File: config.mk
export PLATFORM = sky130hd
export DESIGN_NAME = reservable_linked_queue_unit_flat
export DESIGN_NICKNAME = d
export VERILOG_FILES = /design/src/rlq_pkg.sv /design/src/rlq_in_if.sv /design/src/rlq_out_if.sv /design/src/rlq_ram.sv /design/src/rlq_ctrl.sv /design/src/rlq_datapath.sv /design/src/reservable_linked_queue_unit.sv /design/src/flat_wrapper.sv
export SDC_FILE = /design/constraint.sdc
export NUM_CORES = 1
export LEC_CHECK = 0
export BUFFER_PORTS_ARGS = -buffer_cell sky130_fd_sc_hd__buf_4
export CORE_ASPECT_RATIO = 0.75
export CORE_MARGIN = 2
export CORE_UTILIZATION = 56
export CTS_CLUSTER_SIZE = 25
export DETAILED_ROUTE_END_ITERATION = 16
export PLACE_DENSITY = 0.82
export SYNTH_ARGS = -nofsm -noshare
export SYNTH_HDL_FRONTEND = slang
export SYNTH_SLANG_ARGS = --single-unit
File: constraint.sdc
create_clock -name clk -period 4.6 [get_ports clk]
set_clock_uncertainty 0.05 [all_clocks]
set_input_delay 0.46 -clock clk [delete_from_list [all_inputs] [get_ports clk]]
set_output_delay 0.46 -clock clk [all_outputs]
set_load 0.005 [all_outputs]
File: src/rlq_pkg.sv
// ----------------------------------------------------------------------------
// rlq_pkg
// Shared types, codes and constants of the reservable linked queue unit.
// ----------------------------------------------------------------------------
`default_nettype none

package rlq_pkg;

  // Field widths of the request and response words
  localparam int ACTION_W = 3;
  localparam int HANDLE_W = 4;
  localparam int STATUS_W = 2;
  localparam int COUNT_W  = 5;

  // Default pool size
  localparam int DEF_SLOTS = 16;

  // Request actions
  typedef enum logic [ACTION_W-1:0] {
    ACT_APPEND   = 3'd0,
    ACT_INSERT   = 3'd1,
    ACT_RESERVE  = 3'd2,
    ACT_COMMIT   = 3'd3,
    ACT_ROLLBACK = 3'd4
  } action_t;

  // Response status codes
  typedef enum logic [STATUS_W-1:0] {
    ST_DONE   = 2'd0,
    ST_EMPTY  = 2'd1,
    ST_MISUSE = 2'd2
  } status_t;

  // Controller states
  typedef enum logic [2:0] {
    S_IDLE,
    S_DECODE,
    S_APPEND_LINK,
    S_INS_LINK1,
    S_INS_LINK2,
    S_WALK,
    S_SEARCH,
    S_COMMIT_FIX
  } state_t;

  // Datapath operations issued by the controller
  typedef enum logic [4:0] {
    OP_NOP,
    OP_LOAD,
    OP_REJECT,
    OP_EMPTY,
    OP_APPEND_SOLO,
    OP_APPEND_CLEAR,
    OP_APPEND_LINK,
    OP_INSERT_HEAD,
    OP_INSERT_READ,
    OP_INSERT_LINK1,
    OP_INSERT_LINK2,
    OP_WALK_START,
    OP_WALK_STEP,
    OP_GRANT,
    OP_READ_SLOT,
    OP_COMMIT_FIX,
    OP_ROLLBACK
  } dp_op_t;

  // Datapath flags seen by the controller
  typedef struct packed {
    logic [ACTION_W-1:0] action;
    logic                at_head;
    logic                in_pool;
    logic                after_ok;
    logic                s_queued;
    logic                s_reserved;
    logic                s_is_head;
    logic                count_zero;
    logic                free_zero;
    logic                p_reserved;
    logic                link_hit;
    logic                steps_done;
    logic                out_free;
  } dp_status_t;

  // Operations that load the response register
  function automatic logic op_has_result(input dp_op_t op);
    logic res;
    case (op)
      OP_REJECT, OP_EMPTY, OP_APPEND_SOLO, OP_APPEND_LINK, OP_INSERT_HEAD,
      OP_INSERT_LINK2, OP_GRANT, OP_COMMIT_FIX, OP_ROLLBACK: res = 1'b1;
      default: res = 1'b0;
    endcase
    return res;
  endfunction

endpackage

`default_nettype wire

File: src/rlq_in_if.sv
// ----------------------------------------------------------------------------
// rlq_in_if
// Request channel: valid/ready handshake with one request word.
// ----------------------------------------------------------------------------
`default_nettype none

interface rlq_in_if;
  logic                          valid;
  logic                          ready;
  logic [rlq_pkg::ACTION_W-1:0]  action;
  logic [rlq_pkg::HANDLE_W-1:0]  slot;
  logic [rlq_pkg::HANDLE_W-1:0]  after_slot;
  logic                          after_is_head;

  modport source (output valid, action, slot, after_slot, after_is_head, input ready);
  modport sink   (input valid, action, slot, after_slot, after_is_head, output ready);
endinterface

`default_nettype wire

File: src/rlq_out_if.sv
// ----------------------------------------------------------------------------
// rlq_out_if
// Response channel: valid/ready handshake with one response word.
// ----------------------------------------------------------------------------
`default_nettype none

interface rlq_out_if;
  logic                          valid;
  logic                          ready;
  logic [rlq_pkg::STATUS_W-1:0]  status;
  logic [rlq_pkg::HANDLE_W-1:0]  granted_slot;
  logic [rlq_pkg::COUNT_W-1:0]   queued_count;
  logic [rlq_pkg::COUNT_W-1:0]   unreserved_count;

  modport source (output valid, status, granted_slot, queued_count, unreserved_count,
                  input ready);
  modport sink   (input valid, status, granted_slot, queued_count, unreserved_count,
                  output ready);
endinterface

`default_nettype wire

File: src/rlq_ram.sv
// ----------------------------------------------------------------------------
// rlq_ram
// Generic single write, single read RAM with registered read data.
// ----------------------------------------------------------------------------
`default_nettype none

module rlq_ram #(
  parameter int WIDTH = 8,
  parameter int DEPTH = 16
) (
  input  logic                     clk,
  input  logic                     we,
  input  logic [$clog2(DEPTH)-1:0] waddr,
  input  logic [WIDTH-1:0]         wdata,
  input  logic                     re,
  input  logic [$clog2(DEPTH)-1:0] raddr,
  output logic [WIDTH-1:0]         rdata
);

  logic [WIDTH-1:0] mem [DEPTH];

  always_ff @(posedge clk) begin
    if (we) begin
      mem[waddr] <= wdata;
    end
  end

  // read data holds while re is low
  always_ff @(posedge clk) begin
    if (re) begin
      rdata <= mem[raddr];
    end
  end

endmodule

`default_nettype wire

File: src/rlq_ctrl.sv
// ----------------------------------------------------------------------------
// rlq_ctrl
// Controller: decodes a request and sequences the list walk in the datapath.
// ----------------------------------------------------------------------------
`default_nettype none

module rlq_ctrl (
  input  logic                clk,
  input  logic                rst,
  input  logic                in_valid,
  output logic                in_ready,
  input  rlq_pkg::dp_status_t st,
  output rlq_pkg::dp_op_t     op
);

  rlq_pkg::state_t state, state_next;
  rlq_pkg::dp_op_t op_raw;

  always_ff @(posedge clk) begin
    if (rst) begin
      state <= rlq_pkg::S_IDLE;
    end else begin
      state <= state_next;
    end
  end

  // Operation wanted in each state
  always_comb begin
    op_raw   = rlq_pkg::OP_NOP;
    in_ready = (state == rlq_pkg::S_IDLE);
    case (state)
      rlq_pkg::S_IDLE: begin
        if (in_valid) op_raw = rlq_pkg::OP_LOAD;
      end
      rlq_pkg::S_DECODE: begin
        case (rlq_pkg::action_t'(st.action))
          rlq_pkg::ACT_APPEND: begin
            if (!st.in_pool || st.s_queued) op_raw = rlq_pkg::OP_REJECT;
            else if (st.count_zero)         op_raw = rlq_pkg::OP_APPEND_SOLO;
            else                            op_raw = rlq_pkg::OP_APPEND_CLEAR;
          end
          rlq_pkg::ACT_INSERT: begin
            if (!st.in_pool || st.s_queued) op_raw = rlq_pkg::OP_REJECT;
            else if (st.at_head)            op_raw = rlq_pkg::OP_INSERT_HEAD;
            else if (!st.after_ok)          op_raw = rlq_pkg::OP_REJECT;
            else                            op_raw = rlq_pkg::OP_INSERT_READ;
          end
          rlq_pkg::ACT_RESERVE: begin
            if (st.free_zero) op_raw = rlq_pkg::OP_EMPTY;
            else              op_raw = rlq_pkg::OP_WALK_START;
          end
          rlq_pkg::ACT_COMMIT: begin
            if (!st.in_pool || !st.s_queued || !st.s_reserved) op_raw = rlq_pkg::OP_REJECT;
            else if (st.s_is_head) op_raw = rlq_pkg::OP_READ_SLOT;
            else                   op_raw = rlq_pkg::OP_WALK_START;
          end
          rlq_pkg::ACT_ROLLBACK: begin
            if (!st.in_pool || !st.s_reserved) op_raw = rlq_pkg::OP_REJECT;
            else                               op_raw = rlq_pkg::OP_ROLLBACK;
          end
          default: op_raw = rlq_pkg::OP_REJECT;
        endcase
      end
      rlq_pkg::S_APPEND_LINK: op_raw = rlq_pkg::OP_APPEND_LINK;
      rlq_pkg::S_INS_LINK1:   op_raw = rlq_pkg::OP_INSERT_LINK1;
      rlq_pkg::S_INS_LINK2:   op_raw = rlq_pkg::OP_INSERT_LINK2;
      // oldest unreserved entry, one link per cycle
      rlq_pkg::S_WALK: begin
        if (st.steps_done)       op_raw = rlq_pkg::OP_EMPTY;
        else if (!st.p_reserved) op_raw = rlq_pkg::OP_GRANT;
        else                     op_raw = rlq_pkg::OP_WALK_STEP;
      end
      // predecessor search for a commit
      rlq_pkg::S_SEARCH: begin
        if (st.steps_done)    op_raw = rlq_pkg::OP_REJECT;
        else if (st.link_hit) op_raw = rlq_pkg::OP_READ_SLOT;
        else                  op_raw = rlq_pkg::OP_WALK_STEP;
      end
      rlq_pkg::S_COMMIT_FIX: op_raw = rlq_pkg::OP_COMMIT_FIX;
      default: op_raw = rlq_pkg::OP_NOP;
    endcase
  end

  // Hold off a response while the output register is still full
  always_comb begin
    op = op_raw;
    if (rlq_pkg::op_has_result(op_raw) && !st.out_free) op = rlq_pkg::OP_NOP;
  end

  // Next state
  always_comb begin
    state_next = state;
    if (rlq_pkg::op_has_result(op)) begin
      state_next = rlq_pkg::S_IDLE;
    end else begin
      case (state)
        rlq_pkg::S_IDLE: begin
          if (op == rlq_pkg::OP_LOAD) state_next = rlq_pkg::S_DECODE;
        end
        rlq_pkg::S_DECODE: begin
          case (op)
            rlq_pkg::OP_APPEND_CLEAR: state_next = rlq_pkg::S_APPEND_LINK;
            rlq_pkg::OP_INSERT_READ:  state_next = rlq_pkg::S_INS_LINK1;
            rlq_pkg::OP_READ_SLOT:    state_next = rlq_pkg::S_COMMIT_FIX;
            rlq_pkg::OP_WALK_START: begin
              if (st.action == rlq_pkg::ACT_RESERVE) state_next = rlq_pkg::S_WALK;
              else                                   state_next = rlq_pkg::S_SEARCH;
            end
            default: state_next = rlq_pkg::S_DECODE;
          endcase
        end
        rlq_pkg::S_INS_LINK1: state_next = rlq_pkg::S_INS_LINK2;
        rlq_pkg::S_SEARCH: begin
          if (op == rlq_pkg::OP_READ_SLOT) state_next = rlq_pkg::S_COMMIT_FIX;
        end
        default: state_next = state;
      endcase
    end
  end

`ifndef SYNTHESIS
  a_result_has_room: assert property (@(posedge clk) disable iff (rst)
    rlq_pkg::op_has_result(op) |-> st.out_free)
    else $error("response issued while output register is full");

  a_load_to_decode: assert property (@(posedge clk) disable iff (rst)
    (in_valid && in_ready) |=> (state == rlq_pkg::S_DECODE))
    else $error("accepted word did not reach decode");

  a_walk_bounded: assert property (@(posedge clk) disable iff (rst)
    (op == rlq_pkg::OP_WALK_STEP) |-> !st.steps_done)
    else $error("list walk ran past the entry count");
`endif

endmodule

`default_nettype wire

File: src/rlq_datapath.sv
// ----------------------------------------------------------------------------
// rlq_datapath
// Queue state, link memory, walk pointer and the response register.
// ----------------------------------------------------------------------------
`default_nettype none

module rlq_datapath #(
  parameter int SLOTS = rlq_pkg::DEF_SLOTS
) (
  input  logic                         clk,
  input  logic                         rst,
  input  rlq_pkg::dp_op_t              op,
  output rlq_pkg::dp_status_t          st,
  input  logic [rlq_pkg::ACTION_W-1:0] action,
  input  logic [rlq_pkg::HANDLE_W-1:0] slot,
  input  logic [rlq_pkg::HANDLE_W-1:0] after_slot,
  input  logic                         after_is_head,
  output logic                         out_valid,
  input  logic                         out_ready,
  output logic [rlq_pkg::STATUS_W-1:0] status,
  output logic [rlq_pkg::HANDLE_W-1:0] granted_slot,
  output logic [rlq_pkg::COUNT_W-1:0]  queued_count,
  output logic [rlq_pkg::COUNT_W-1:0]  unreserved_count
);

  localparam int IDX_W = $clog2(SLOTS);
  localparam int CNT_W = $clog2(SLOTS + 1);
  localparam int HW    = rlq_pkg::HANDLE_W;
  localparam int CW    = rlq_pkg::COUNT_W;

  // Latched request word
  logic [rlq_pkg::ACTION_W-1:0] act_q;
  logic [HW-1:0]                slot_q, after_q;
  logic                         at_head_q;

  // Queue state
  logic [IDX_W-1:0] head, tail, head_next, tail_next;
  logic [CNT_W-1:0] entry_count, free_count, count_next, free_next;
  logic [SLOTS-1:0] queued, reserved, queued_next, reserved_next;

  // Walk pointer and link counter
  logic [IDX_W-1:0] p, p_next;
  logic [CNT_W-1:0] step, step_next;

  // Link memory port
  logic             we, re;
  logic [IDX_W-1:0] waddr, raddr, wdata, rdata;

  // Response staging
  logic                   res_load, mark;
  rlq_pkg::status_t       res_status;
  logic [IDX_W-1:0]       res_grant;
  logic [IDX_W+HW-1:0]    s_wide, a_wide, g_wide;
  logic [CNT_W+CW-1:0]    qc_wide, uc_wide;
  logic [IDX_W-1:0]       s_idx, a_idx;

  assign s_wide = {{IDX_W{1'b0}}, slot_q};
  assign a_wide = {{IDX_W{1'b0}}, after_q};
  assign s_idx  = s_wide[IDX_W-1:0];
  assign a_idx  = a_wide[IDX_W-1:0];

  rlq_ram #(.WIDTH(IDX_W), .DEPTH(SLOTS)) u_link (
    .clk   (clk),
    .we    (we),
    .waddr (waddr),
    .wdata (wdata),
    .re    (re),
    .raddr (raddr),
    .rdata (rdata)
  );

  // Flags for the controller
  always_comb begin
    st.action     = act_q;
    st.at_head    = at_head_q;
    st.in_pool    = (32'(slot_q) < SLOTS);
    st.after_ok   = (32'(after_q) < SLOTS) && queued[a_idx];
    st.s_queued   = queued[s_idx];
    st.s_reserved = reserved[s_idx];
    st.s_is_head  = (s_idx == head);
    st.count_zero = (entry_count == '0);
    st.free_zero  = (free_count == '0);
    st.p_reserved = reserved[p];
    st.link_hit   = (rdata == s_idx);
    st.steps_done = (step >= entry_count);
    st.out_free   = !out_valid || out_ready;
  end

  // Next state of the queue per operation
  always_comb begin
    head_next     = head;
    tail_next     = tail;
    count_next    = entry_count;
    free_next     = free_count;
    queued_next   = queued;
    reserved_next = reserved;
    p_next        = p;
    step_next     = step;
    we            = 1'b0;
    waddr         = s_idx;
    wdata         = '0;
    re            = 1'b0;
    raddr         = s_idx;
    res_load      = 1'b0;
    res_status    = rlq_pkg::ST_DONE;
    res_grant     = '0;
    mark          = 1'b0;
    case (op)
      rlq_pkg::OP_REJECT: begin
        res_load   = 1'b1;
        res_status = rlq_pkg::ST_MISUSE;
      end
      rlq_pkg::OP_EMPTY: begin
        res_load   = 1'b1;
        res_status = rlq_pkg::ST_EMPTY;
      end
      rlq_pkg::OP_APPEND_SOLO: begin
        we        = 1'b1;
        head_next = s_idx;
        tail_next = s_idx;
        mark      = 1'b1;
        res_load  = 1'b1;
      end
      rlq_pkg::OP_APPEND_CLEAR: begin
        we = 1'b1;
      end
      rlq_pkg::OP_APPEND_LINK: begin
        we        = 1'b1;
        waddr     = tail;
        wdata     = s_idx;
        tail_next = s_idx;
        mark      = 1'b1;
        res_load  = 1'b1;
      end
      rlq_pkg::OP_INSERT_HEAD: begin
        we = 1'b1;
        if (entry_count == '0) tail_next = s_idx;
        else                   wdata     = head;
        head_next = s_idx;
        mark      = 1'b1;
        res_load  = 1'b1;
      end
      rlq_pkg::OP_INSERT_READ: begin
        re    = 1'b1;
        raddr = a_idx;
      end
      rlq_pkg::OP_INSERT_LINK1: begin
        we    = 1'b1;
        wdata = rdata;
      end
      rlq_pkg::OP_INSERT_LINK2: begin
        we    = 1'b1;
        waddr = a_idx;
        wdata = s_idx;
        if (tail == a_idx) tail_next = s_idx;
        mark     = 1'b1;
        res_load = 1'b1;
      end
      rlq_pkg::OP_WALK_START: begin
        re        = 1'b1;
        raddr     = head;
        p_next    = head;
        step_next = '0;
      end
      rlq_pkg::OP_WALK_STEP: begin
        re        = 1'b1;
        raddr     = rdata;
        p_next    = rdata;
        step_next = step + CNT_W'(1);
      end
      rlq_pkg::OP_GRANT: begin
        reserved_next[p] = 1'b1;
        free_next        = free_count - CNT_W'(1);
        res_grant        = p;
        res_load         = 1'b1;
      end
      rlq_pkg::OP_READ_SLOT: begin
        re = 1'b1;
      end
      // unlink: rdata holds the committed slot's successor
      rlq_pkg::OP_COMMIT_FIX: begin
        count_next           = entry_count - CNT_W'(1);
        queued_next[s_idx]   = 1'b0;
        reserved_next[s_idx] = 1'b0;
        if (s_idx == head) begin
          head_next = rdata;
        end else begin
          we    = 1'b1;
          waddr = p;
          wdata = rdata;
          if (tail == s_idx) tail_next = p;
        end
        if (count_next == '0) begin
          head_next = '0;
          tail_next = '0;
        end
        res_load = 1'b1;
      end
      rlq_pkg::OP_ROLLBACK: begin
        reserved_next[s_idx] = 1'b0;
        free_next            = free_count + CNT_W'(1);
        res_load             = 1'b1;
      end
      default: ;
    endcase
    // new entry joins as queued and free
    if (mark) begin
      queued_next[s_idx]   = 1'b1;
      reserved_next[s_idx] = 1'b0;
      count_next           = entry_count + CNT_W'(1);
      free_next            = free_count + CNT_W'(1);
    end
  end

  assign g_wide  = {{HW{1'b0}}, res_grant};
  assign qc_wide = {{CW{1'b0}}, count_next};
  assign uc_wide = {{CW{1'b0}}, free_next};

  // Control registers
  always_ff @(posedge clk) begin
    if (rst) begin
      head        <= '0;
      tail        <= '0;
      entry_count <= '0;
      free_count  <= '0;
      queued      <= '0;
      reserved    <= '0;
      out_valid   <= 1'b0;
    end else begin
      head        <= head_next;
      tail        <= tail_next;
      entry_count <= count_next;
      free_count  <= free_next;
      queued      <= queued_next;
      reserved    <= reserved_next;
      if (res_load)       out_valid <= 1'b1;
      else if (out_ready) out_valid <= 1'b0;
    end
  end

  // Payload registers
  always_ff @(posedge clk) begin
    p    <= p_next;
    step <= step_next;
    if (op == rlq_pkg::OP_LOAD) begin
      act_q     <= action;
      slot_q    <= slot;
      after_q   <= after_slot;
      at_head_q <= after_is_head;
    end
    if (res_load) begin
      status           <= res_status;
      granted_slot     <= g_wide[HW-1:0];
      queued_count     <= qc_wide[CW-1:0];
      unreserved_count <= uc_wide[CW-1:0];
    end
  end

`ifndef SYNTHESIS
  a_free_within_count: assert property (@(posedge clk) disable iff (rst)
    free_count <= entry_count)
    else $error("free count exceeds entry count");

  a_reserved_is_queued: assert property (@(posedge clk) disable iff (rst)
    (reserved & ~queued) == '0)
    else $error("reserved slot not in queue");

  a_count_tracks_marks: assert property (@(posedge clk) disable iff (rst)
    $countones(queued) == 32'(entry_count))
    else $error("entry count out of step with queued marks");
`endif

endmodule

`default_nettype wire

File: src/reservable_linked_queue_unit.sv
// ----------------------------------------------------------------------------
// reservable_linked_queue_unit
// Ordered queue of slot handles kept as a linked list, with reservations.
// ----------------------------------------------------------------------------
// Usage:
//   req carries one request word (action, slot, after_slot, after_is_head);
//   rsp returns exactly one response word per request (status, granted_slot,
//   queued_count, unreserved_count). Both channels use valid/ready.
//   One request is worked on at a time. Append into an empty queue, head
//   insert, rollback and a word rejected at decode are answered from the
//   decode step; append behind the tail adds a link step, and insert after
//   adds a link step for the new slot and one for its predecessor.
//   Reserve and commit walk the list through the link memory's read port,
//   one link per cycle, so their time to response grows with the walk.
//   req is ready again as soon as a response is loaded into the output
//   register; a stalled rsp holds its word, and the next request then
//   waits at its response step until the register is taken.
//   Reset clears the queue, all reservations and the output register; the
//   link memory needs no clearing since each link is written on enqueue.
// ----------------------------------------------------------------------------
`default_nettype none

module reservable_linked_queue_unit #(
  parameter int SLOTS = rlq_pkg::DEF_SLOTS
) (
  input  logic     clk,
  input  logic     rst,
  rlq_in_if.sink   req,
  rlq_out_if.source rsp
);

  rlq_pkg::dp_op_t     op;
  rlq_pkg::dp_status_t st;

  rlq_ctrl u_ctrl (
    .clk      (clk),
    .rst      (rst),
    .in_valid (req.valid),
    .in_ready (req.ready),
    .st       (st),
    .op       (op)
  );

  rlq_datapath #(.SLOTS(SLOTS)) u_dp (
    .clk              (clk),
    .rst              (rst),
    .op               (op),
    .st               (st),
    .action           (req.action),
    .slot             (req.slot),
    .after_slot       (req.after_slot),
    .after_is_head    (req.after_is_head),
    .out_valid        (rsp.valid),
    .out_ready        (rsp.ready),
    .status           (rsp.status),
    .granted_slot     (rsp.granted_slot),
    .queued_count     (rsp.queued_count),
    .unreserved_count (rsp.unreserved_count)
  );

endmodule

`default_nettype wire

File: src/flat_wrapper.sv
// flat-port wrapper written by rule: the top's interface ports become plain ports
module reservable_linked_queue_unit_flat 
#(
  parameter int SLOTS = rlq_pkg::DEF_SLOTS
)
  (clk, rst, req_valid, req_action, req_slot, req_after_slot, req_after_is_head, req_ready, rsp_valid, rsp_status, rsp_granted_slot, rsp_queued_count, rsp_unreserved_count, rsp_ready);
  rlq_in_if req_i ();
  rlq_out_if rsp_i ();
  input  logic clk;
  input  logic rst;
  input wire logic [$bits(req_i.valid)-1:0] req_valid;
  input wire logic [$bits(req_i.action)-1:0] req_action;
  input wire logic [$bits(req_i.slot)-1:0] req_slot;
  input wire logic [$bits(req_i.after_slot)-1:0] req_after_slot;
  input wire logic [$bits(req_i.after_is_head)-1:0] req_after_is_head;
  output wire logic [$bits(req_i.ready)-1:0] req_ready;
  output wire logic [$bits(rsp_i.valid)-1:0] rsp_valid;
  output wire logic [$bits(rsp_i.status)-1:0] rsp_status;
  output wire logic [$bits(rsp_i.granted_slot)-1:0] rsp_granted_slot;
  output wire logic [$bits(rsp_i.queued_count)-1:0] rsp_queued_count;
  output wire logic [$bits(rsp_i.unreserved_count)-1:0] rsp_unreserved_count;
  input wire logic [$bits(rsp_i.ready)-1:0] rsp_ready;
  assign req_i.valid = req_valid;
  assign req_i.action = req_action;
  assign req_i.slot = req_slot;
  assign req_i.after_slot = req_after_slot;
  assign req_i.after_is_head = req_after_is_head;
  assign req_ready = req_i.ready;
  assign rsp_valid = rsp_i.valid;
  assign rsp_status = rsp_i.status;
  assign rsp_granted_slot = rsp_i.granted_slot;
  assign rsp_queued_count = rsp_i.queued_count;
  assign rsp_unreserved_count = rsp_i.unreserved_count;
  assign rsp_i.ready = rsp_ready;
  reservable_linked_queue_unit #(.SLOTS(SLOTS)) u_core (.clk(clk), .rst(rst), .req(req_i), .rsp(rsp_i));
endmodule
==> summary.md, run 1 <==
| Metric | Value |
|---|---|
| Share of layout cells above drive strength 1 | `19.0%` |
| Leak pwr | `3.49 nW` |
| Die Width | `147 um` |
| DRC | `0` |
| Via density per instance | `around 6.5` |
| EDFF count, synth | `105` |
| Final setup vio count | `1` |
| Vias in the first global route | `6510` |
| Worst Setup Slack, final | `-0.0326 ns` |
| Worst-case clock buffer depth | `2` |
| H-tree depth | `4` |
| Critical path data required time | `4.73 ns` |
| Startpoint types | `flip-flop` |
| Pre-Repair DR Iteration Count | `6` |
| WL/cell | `21.0 um` |
| Pwr per Cell Area | `528 nW/um^2` |
| Sinks on the clock net | `159` |
| Layout Cells excl Fill | `1108` |
| Crit. End Element | `flip-flop` |
| Ys async rst share | `0%` |
| Root Driver | `clkbuf_16` |
| Max cap viols | `0` |
| I/O pins | `34` |
| N_diodes | `0` |
| Mapped Area | `8550 um^2` |
| Hold-fix buffers, CTS | `0` |
| Die area | `16300 um^2` |
| Avg Cell Area, Syn | `10.2 um^2` |
| Placed cells | `1072` |
| Sequential area share after synthesis | `about 50%` |
| YS warnings | `0` |
| Post-Syn Nets | `863` |
| Gr ovfl total | `0` |
| Final hold vios | `0` |
| Relative slew slack | `30.6%` |
| Max VDD drop | `246 uV` |
| Slew of the pin with the lowest slew margin | `approximately 1.0 ns` |
| Hold crit path type | `input pin to flip-flop` |
| Initial antenna violation count | `0` |
| Failing checks | `setup timing` |
| Tmin final | `4.63 ns` |
| CP Class | `flip-flop to flip-flop` |
| Fin crit share | `101%` |
| Nets | `918` |
| Peak fanout along the critical path | `19` |
| Final estimated routing congestion in global placement | `around 1.1` |
| # fillers | `1152` |
| Fmax achieved | `216 MHz` |
| Initial Utilization | `a little under three fifths` |
| Port bufs | `33` |
| Yosys cell types | `78` |
| DR iter-0 viols | `1407` |
| Critical Path Source | `u_core.u_dp.s_idx[1]` |
| #FFs+latches synth | `159` |
| CTS tree | `built` |
| RSZ-0062 raised after global routing | `yes` |
| DRT antenna net count | `0` |
| Total CTS buffers | `17` |
| CORE AREA | `around 15000 um^2` |
| Slack of the worst reg-to-reg path | `-0.03 ns` |
| Clock transition at the registers of the reported paths | `about 0.07 ns` |
| Core Util, Final | `65.8%` |
| Mapped Cells | `835` |
| Met3 WL | `3.26 mm` |
| FF-to-FF Start | `u_core.u_dp.s_idx[1]` |
| Status | `finished, violations left` |
| Post-DP HPWL | `about 16 mm` |
| Met2 wire len | `roughly 9.5 mm` |
| First-pass GRT wire length | `36.3 mm` |
| DIE HEIGHT | `111 um` |
| Global Route Usage Sum | `28.6%` |
| Via count | `7242` |
| FF-to-FF path depth | `14` |
| Total power | `5.24 mW` |
| Area growth, synth to finish | `16.0%` |
| # rows | `39` |
| Top layer reached by signal wires | `met4` |
| Top FF cell, synth | `edfxtp_1` |
| R2R Path End | `u_core.u_dp.u_link.rdata[1]` |
| Worst Setup EP | `u_core.u_dp.u_link.rdata[1]` |
| Largest net degree at the start of global routing | `53` |
| Final WL | `23.2 mm` |
| Slew Viols, Final | `0` |
| Critical Path AT | `~4.8 ns` |
| WL met1 | `9.90 mm` |
| Latest clock arrival within the worst-skew pair | `0.44 ns` |
==> flip-flops by register name (all words and copies together) (netlist names), 5 cells and up <==
| register | flops |
|---|---|
| u_core.u_dp.queued_count | 5 |
| u_core.u_dp.queued | 16 |
| u_core.u_dp.reserved | 16 |
| u_core.u_dp.free_count | 5 |
| u_core.u_dp.unreserved_count | 5 |
| u_core.u_dp.step | 5 |
| u_core.u_dp.entry_count | 5 |
| u_core.u_dp.u_link.mem | 64 |
==> how the worst min path moves through the flow <==
stage	startpoint	endpoint	slack, ns	cells past startpoint
2_1_floorplan	u_core.u_dp.queued[7]	u_core.u_dp.queued[7]	0.40	2
3_3_place_gp	u_core.u_dp.queued[7]	u_core.u_dp.queued[7]	0.43	2
3_5_place_dp	u_core.u_dp.queued[12]	u_core.u_dp.queued[12]	0.43	2
4_1_cts	req_after_slot[0]	u_core.u_dp.a_idx[0]	0.13	1
5_1_grt	req_slot[0]	u_core.u_dp.s_idx[0]	0.12	1
6_report	req_after_slot[0]	u_core.u_dp.a_idx[0]	0.14	1
==> layout make-up <==
class                   instances  area (um^2)  area share, %
clock inverters                15          175           1.77
flip-flops and latches        159         4230           42.7
repair buffers                 91          721           7.27
well taps                     205          256           2.59
inverters                      22         82.6          0.833
multi-input cells             599         4020           40.6
clock buffers                  17          425           4.29
==> Yosys cell counts, types with 6 or more instances <==
| cell type | n | area share, % |
|---|---|---|
| a211oi_1 | 15 | 1.3 |
| a21oi_1 | 46 | 2.7 |
| a221oi_1 | 6 | 0.61 |
| a22oi_1 | 19 | 1.7 |
| and2_1 | 6 | 0.44 |
| buf_2 | 9 | 0.53 |
| clkbuf_1 | 36 | 1.6 |
| dfxtp_1 | 54 | 13 |
| edfxtp_1 | 105 | 37 |
| ha_1 | 12 | 1.8 |
| inv_1 | 22 | 0.97 |
| mux2_2 | 15 | 2.0 |
| mux2i_1 | 19 | 2.2 |
| mux4_2 | 9 | 2.4 |
| nand2_1 | 62 | 2.7 |
| nand2b_1 | 7 | 0.51 |
| nand3_1 | 42 | 2.5 |
| nand4_1 | 13 | 0.95 |
| nor2_1 | 85 | 3.7 |
| nor2b_1 | 21 | 1.5 |
| nor3_1 | 32 | 1.9 |
| nor4_1 | 8 | 0.59 |
| o211ai_1 | 8 | 0.70 |
| o21a_1 | 7 | 0.61 |
| o21ai_0 | 31 | 1.8 |
| o22ai_1 | 8 | 0.59 |
| or3_1 | 7 | 0.51 |
| xnor2_1 | 23 | 2.4 |
| xor2_1 | 7 | 0.72 |
==> power breakdown <==
part | switching (mW) | internal (mW) | leakage [nW]
clock | 0.633 | 0.774 | 0.293
sequential | 0.159 | 1.79 | 1.39
combinational | 1.12 | 0.761 | 1.81
total | 1.92 | 3.33 | 3.49
==> layer usage <==
layer,track usage (%),vias up
met5,0,-
met4,8.35,0
met3,9.30,71
met2,38.3,550
met1,44.0,3350
li1,-,3271
==> through the flow <==
| step | hold WS [ns] | setup TNS, ns | worst slack (ns) | cell area [um^2] |
|---|---|---|---|---|
| 6_report | 0.141 | -0.0326 | -0.0326 | 9920 |
| 5_1_grt | 0.124 | -1.24 | -0.0837 | 9920 |
| 4_1_cts | 0.126 | 0 | 0.0169 | 9860 |
| 3_5_place_dp | 0.428 | -0.00286 | -0.00286 | 9250 |
| 3_3_place_gp | 0.427 | 0 | 0.0656 | 9250 |
| 2_1_floorplan | 0.404 | 0 | 0.273 | 8550 |
==> kinds of logic (layout without fill, tap and decap cells) <==
logic type                 Yosys count  count (layout)  share of synthesized area, %
adders and majority gates           12              12                          1.76
AOI/OAI and AO/OA                  195             195                          16.0
and+or+nand+nor                    316             316                          18.4
buffers and inverters               77             145                          4.02
DFF                                159             159                          49.5
xor gates and xnor gates            30              30                          3.07
muxes                               46              46                          7.31
==> timing repair <==
action | in CTS | in global routing
resized for setup | 1 | 7
buffers inserted | 1 | 3
setup endpoints to repair | 1 | 77
==> cell usage in the layout, fill, tap and decap left out, drive strengths merged, types with 29 or more instances in the layout <==
master  instances
nor2           88
nand3          42
a21oi          46
edfxtp        105
buf            91
dfxtp          54
inv            29
nor3           32
nand2          62
o21ai          34
==> worst max-delay path, stage by stage (launching register included) <==
cell and delay, ns:
edfxtp_1 0.54, buf_4 0.18, mux4_2 0.49, nand2_1 0.09, nand3_1 0.18, a311o_1 0.38
o21a_1 0.21, a31o_1 0.21, or3_4 0.45, a311oi_4 0.36, buf_12 0.20, mux2i_1 0.22
mux2i_1 0.10, a211o_1 0.29, a2111o_1 0.39
Note: power is estimated with default switching activity, not from simulation.
==> run 2, diff against run 1 <==
CORE_MARGIN = not set   (was 2)
==> run 2 against run 1 <==
Net effect: die area fell by 3.1%; the flow now finishes without violations; design area increased by 0.63%; core utilization up 2.2 points; global-route usage rose by 3.3 points.
==> summary.md, run 2 (synthesis gave the netlist of run 1 again) <==
| Metric | Value |
|---|---|
| Status | `finished, final reports clean` |
| CP max stage cell | `edfxtp_1` |
| Largest register FFs | `64` |
| Sinks on the clock net | `159` |
| Met2 wire len | `9.44 mm` |
| Total CTS buffers | `17` |
| Port bufs | `33` |
| DRC | `0` |
| Initial Utilization | `58.2%` |
| Pre-Repair DR Iteration Count | `6` |
| H-tree depth | `4` |
| Hold crit path type | `input pin to flip-flop` |
| Share of layout cells above drive strength 1 | `a little over a fifth` |
| Global Route Usage Sum | `32.0%` |
| Largest net degree at the start of global routing | `53` |
| I/O pins | `34` |
| Final estimated routing congestion in global placement | `1.01` |
| CORE AREA | `14700 um^2` |
| Slew of the pin with the lowest slew margin | `0.856 ns` |
| Hold-fix buffers, CTS | `0` |
| First-pass GRT wire length | `36.9 mm` |
| Max cap viols | `0` |
| CP dominant cell by count | `buf_4` |
| Critical Path AT | `4.49 ns` |
| Area growth, synth to finish | `16.7%` |
| Vias in the first global route | `roughly 6.5k` |
| CP Class | `flip-flop to flip-flop` |
| Crit. End Element | `flip-flop` |
| Startpoint types | `flip-flop` |
| # rows | `38` |
| Crit-path cells | `inv_1 -> ha_1 -> nand2b_1 -> a2111oi_1 -> buf_4 -> o21a_1 -> a21oi_1 -> o21ai_1 -> a31o_1 -> buf_4 -> or3_1 -> nor2_1 -> buf_4 -> a221oi_1 -> nand2_1 -> nor2_1` |
| DIE HEIGHT | `109 um` |
| Post-DP Area | `~9000 um^2` |
| Most frequent cells in the layout | `edfxtp_1, buf_4, nor2_1` |
| Leak pwr | `3.50 nW` |
| WL/cell | `21.4 um` |
| Nets | `921` |
| WL met1 | `between 10 and 15 mm` |
| Die area | `15800 um^2` |
| Via density per instance | `between 6 and 7` |
| Total power | `between 5 and 6 mW` |
| Gr ovfl total | `0` |
| Post-DP HPWL | `between 15 and 20 mm` |
| Tmin final | `about 4.5 ns` |
| Final WL | `23.6 mm` |
| N_diodes | `0` |
| Final setup vio count | `0` |
| Root Driver | `clkbuf_16` |
| Relative slew slack | `43.0%` |
| DR iter-0 viols | `1087` |
| Via count | `7192` |
| Fmax achieved | `224 MHz` |
| Worst-case clock buffer depth | `2` |
| Top layer reached by signal wires | `met4` |
| Die Width | `145 um` |
| RSZ-0062 raised after global routing | `yes` |
| Largest Register | `u_core.u_dp.u_link.mem` |
| Max VDD drop | `roughly 370 uV` |
| Critical path data required time | `roughly 4.6 ns` |
| Met3 WL | `3.06 mm` |
| CTS tree | `built` |
| Clock transition at the registers of the reported paths | `about 0.07 ns` |
| Commonest non-fill, non-tap cell in the layout | `edfxtp_1` |
| Worst-case hold slack | `around 0.15 ns` |
| Latest clock arrival within the worst-skew pair | `0.44 ns` |
| Peak fanout along the critical path | `9` |
| Design area | `9980 um^2` |
| Fin crit share | `between 90% and 100%` |
| Largest regs | `u_core.u_dp.u_link.mem: 64 flops, u_core.u_dp.queued: 16 flops, u_core.u_dp.reserved: 16 flops` |
| Pwr per Cell Area | `532 nW/um^2` |
| DRT antenna net count | `0` |
| Final hold vios | `0` |
| Crit-path max cell delay | `0.44 ns` |
| Slew Viols, Final | `0` |
| Initial antenna violation count | `0` |
run 2: metrics by stage:
step	std cells	worst slack [ns]	TNS (ns)	util, %
floorplan	835	0.273	0	-
global placement	1073	0.153	0	63.0
detailed placement	1073	0.138	0	63.0
CTS	1105	0.112	0	67.2
global route	1106	-0.136	-2.71	67.9
finish	1106	0.144	0	67.9
run 2: worst max-delay path, delay by kind of cell, from the launching register on:
kind | cells | cell delay [ns]
AO/OA/AOI/OAI | 6 | 1.52
flip-flops | 1 | 0.44
buffers and inverters | 4 | 0.63
AND/OR/NAND/NOR | 5 | 1.26
adder cells (fa/ha/maj) | 1 | 0.21
run 2: final timing paths:
check / from / to / slack (ns) / cells after the start
hold / removal: req_slot[0] / u_core.u_dp.s_idx[0] / 0.15 / 1
hold reg to reg: u_core.u_dp.queued[15] / u_core.u_dp.queued[15] / 0.45 / 2
setup reg to reg: u_core.u_dp.step[0] / u_core.u_dp.u_link.mem[12][1] / 0.14 / 16
setup / recovery: u_core.u_dp.step[0] / u_core.u_dp.u_link.mem[12][1] / 0.14 / 16
run 2: what timing repair did:
item                                    CTS  global route
endpoints found under the setup margin    0            68
buffers inserted                          0             1
gates resized for setup                   0            29
endpoints found under the hold margin     0             0
run 2: per-layer routing:
metal	vias to the layer above	track usage, %
li1	3277	-
met1	3382	48.0
met2	487	43.0
met3	46	10.6
met4	0	9.47
met5	-	0
run 2: power by group:
group          switching, mW  total, mW  internal (mW)
Sequential             0.152       1.94           1.79
Clock                  0.624       1.44          0.816
Combinational           1.15       1.92          0.772
run 2: layout make-up:
| type | instances | area, um^2 |
|---|---|---|
| clock inverter | 15 | 179 |
| fill | 1112 | 4710 |
| clock buffer | 17 | 425 |
| multi-input combinational | 599 | 4080 |
| sequential | 159 | 4240 |
| timing repair buffer | 94 | 729 |
| tap | 200 | 250 |
| inverter | 22 | 82.6 |
==> run 3, diff against run 2 <==
--- a/config.mk
+++ b/config.mk
@@ -11,5 +11,7 @@
 export CTS_CLUSTER_SIZE = 25
 export DETAILED_ROUTE_END_ITERATION = 16
+export GPL_TIMING_DRIVEN = 1
 export PLACE_DENSITY = 0.82
+export SETUP_SLACK_MARGIN = 0.4
 export SYNTH_ARGS = -nofsm -noshare
 export SYNTH_HDL_FRONTEND = slang
==> constraint.sdc (replaced) <==
create_clock -name clk -period 4.6 [get_ports clk]
set_clock_uncertainty 0.05 [all_clocks]
set_input_delay 0.46 -clock clk [delete_from_list [all_inputs] [get_ports clk]]
set_output_delay 0.46 -clock clk [all_outputs]
set_load 0.01 [all_outputs]
==> run 3 against run 2 <==
Net effect: combinational power grew 21%; hold slack gained 0.0055 ns; register-to-register slack gained 0.04 ns; largest power group is now combinational logic; highest routed layer unchanged; critical path depth is the same; clock power is essentially flat; routed wire length grew 9.4%; first-iteration DRC count grew 37%; non-clock buffer count grew 22; worst setup slack gained 0.038 ns.
==> summary.md, run 3 (synthesis gave the netlist of run 1 again) <==
| Metric | Value |
|---|---|
| Status | `finished, final reports clean` |
| Critical Path AT | `~4.6 ns` |
| Vias in the first global route | `6704` |
| Crit-path cells | `buf_4 -> buf_4 -> nand2_1 -> a2bb2oi_2 -> nand2_2 -> a211o_1 -> or3_4 -> a31o_1 -> buf_4 -> nor4b_1 -> a311oi_4 -> buf_6 -> mux2i_1 -> nor2b_1 -> nor4_1 -> nand3_1` |
| Total CTS buffers | `17` |
| Critical path data required time | `between 4 and 5 ns` |
| FF-to-FF Start | `u_core.u_dp.s_idx[2]` |
| Tmin final | `4.42 ns` |
| Cell family with most CP delay | `simple AND/OR/NAND/NOR gates` |
| Largest net degree at the start of global routing | `53` |
| Crit-path max cell delay | `0.70 ns` |
| Final hold vios | `0` |
| Final estimated routing congestion in global placement | `1.01` |
| Post-DP HPWL | `roughly 17 mm` |
| Latest clock arrival within the worst-skew pair | `between 0.4 and 0.5 ns` |
| FF-to-FF path depth | `16` |
| Worst-case hold slack | `0.151 ns` |
| DIE HEIGHT | `109 um` |
| WL/cell | `22.9 um` |
| Root Driver | `clkbuf_16` |
| R2R Path End | `u_core.u_dp.u_link.rdata[0]` |
| Sinks on the clock net | `159` |
| Port bufs | `33` |
| Global Route Usage Sum | `31.8%` |
| Worst-case clock buffer depth | `2` |
| # fillers | `approximately 1k` |
| DRC | `0` |
| Largest regs | `u_core.u_dp.u_link.mem: 64 flops, u_core.u_dp.queued: 16 flops, u_core.u_dp.reserved: 16 flops` |
| RSZ-0062 raised after global routing | `yes` |
| Total power | `~5.7 mW` |
| Die Width | `145 um` |
| DR iter-0 viols | `1487` |
| Slack of the worst reg-to-reg path | `0.18 ns` |
| Worst Setup EP | `u_core.u_dp.u_link.rdata[0]` |
| Register area | `4240 um^2` |
| Area growth, synth to finish | `24.5%` |
| Fmax achieved | `226 MHz` |
| H-tree depth | `4` |
| Total negative slack | `0 ns` |
| Layout Cells excl Fill | `1129` |
| CP max stage cell | `nor4b_1` |
| Slew of the pin with the lowest slew margin | `0.833 ns` |
| Largest register FFs | `64` |
| Critical Path Source | `u_core.u_dp.s_idx[2]` |
| DRT antenna net count | `0` |
| Buffers and inverters on the worst path | `4` |
| Initial antenna violation count | `0` |
| Share of layout cells above drive strength 1 | `29.1%` |
| Worst Setup Slack, final | `0.182 ns` |
| Final setup vio count | `0` |
| Via density per instance | `6.85` |
| Startpoint types | `flip-flop` |
| CTS tree | `built` |
| I/O pins | `34` |
| Placed cells | `1060` |
| Pre-Repair DR Iteration Count | `8` |
| Via count | `7733` |
| Peak fanout along the critical path | `9` |
| Most frequent cells in the layout | `buf_4, edfxtp_1, nor2_1` |
| Pwr per Cell Area | `540 nW/um^2` |
| Slew Viols, Final | `0` |
| Max VDD drop | `approximately 280 uV` |
| Crit. End Element | `flip-flop` |
| Max cap viols | `0` |
| Hold crit path type | `input pin to flip-flop` |
| Number of cells on the critical path | `16` |
| First-pass GRT wire length | `36.9 mm` |
| Final WL | `25.9 mm` |
| Nets | `944` |
| Largest Register | `u_core.u_dp.u_link.mem` |
| N_diodes | `0` |
| Area of the multi-input gates | `4500 um^2` |
| Initial Utilization | `58.2%` |
| Fin crit share | `a little over nine tenths` |
| Die area | `15800 um^2` |
| Clock transition at the registers of the reported paths | `roughly 0.070 ns` |
| CORE AREA | `14700 um^2` |
| CP dominant cell by count | `buf_4` |
| Setup WS pre-CTS | `0.122 ns` |
| Leak pwr | `3.72 nW` |
| Relative slew slack | `between 40% and 50%` |
| CP Class | `flip-flop to flip-flop` |
| Gr ovfl total | `0` |
| # rows | `38` |
==> run 3: cell types whose count changed in the layout (fill, tap and decap cells not counted), sizes merged <==
cell    change
buf        +20
clkbuf      +2
bufbuf      +1
bufinv      +1
clkinv      -1
inv         -1
or3         +1
==> run 3: cell type report <==
class	instances	share of cell area (%)
clock inverters	14	1.70
well taps	200	2.35
multi-input cells	600	42.2
clock buffers	18	4.03
inverters	22	0.775
repair buffers	116	9.14
flip-flops and latches	159	39.8
==> run 3: worst min path at each step <==
stage | from | endpoint | slack (ns) | cells past startpoint
after floorplan | u_core.u_dp.queued[7] | u_core.u_dp.queued[7] | 0.40 | 2
after global placement | u_core.u_dp.queued[14] | u_core.u_dp.queued[14] | 0.43 | 2
after detailed placement | u_core.u_dp.queued[5] | u_core.u_dp.queued[5] | 0.44 | 2
after CTS | req_slot[3] | u_core.u_dp.s_idx[3] | 0.14 | 1
after global routing | req_slot[3] | u_core.u_dp.s_idx[3] | 0.15 | 1
final | req_slot[3] | u_core.u_dp.s_idx[3] | 0.15 | 1
==> run 3: through the flow <==
stage / instance area, um^2 / util [%]
detailed placement: 9200 / 62.6
global route: 10700 / 72.5
finish: 10700 / 72.5
global placement: 9200 / 62.6
floorplan: 8580 / -
CTS: 10000 / 68.3
==> run 3: repair_timing <==
item	in CTS	in global routing
pin swaps	1	24
setup buffers	7	27
cloned	1	2
gates resized for setup	35	84
endpoints found under the setup margin	120	154
hold buffers	0	0
endpoints found under the hold margin	0	0
==> run 3: per-layer routing <==
metal | global-route usage, % | routed length (um) | vias to the layer above
li1 | - | - | 3322
met1 | 47.3 | 10500 | 3635
met2 | 44.6 | 10800 | 665
met3 | 9.88 | 3770 | 111
met4 | 7.97 | 833 | 0
met5 | 0 | 0 | -
==> run 3: where the power goes <==
group          leakage (nW)  switching [mW]  total, mW  internal (mW)
clock network         0.291           0.607       1.47          0.863
logic                  2.04            1.38       2.32          0.939
registers              1.39           0.165       1.96           1.79
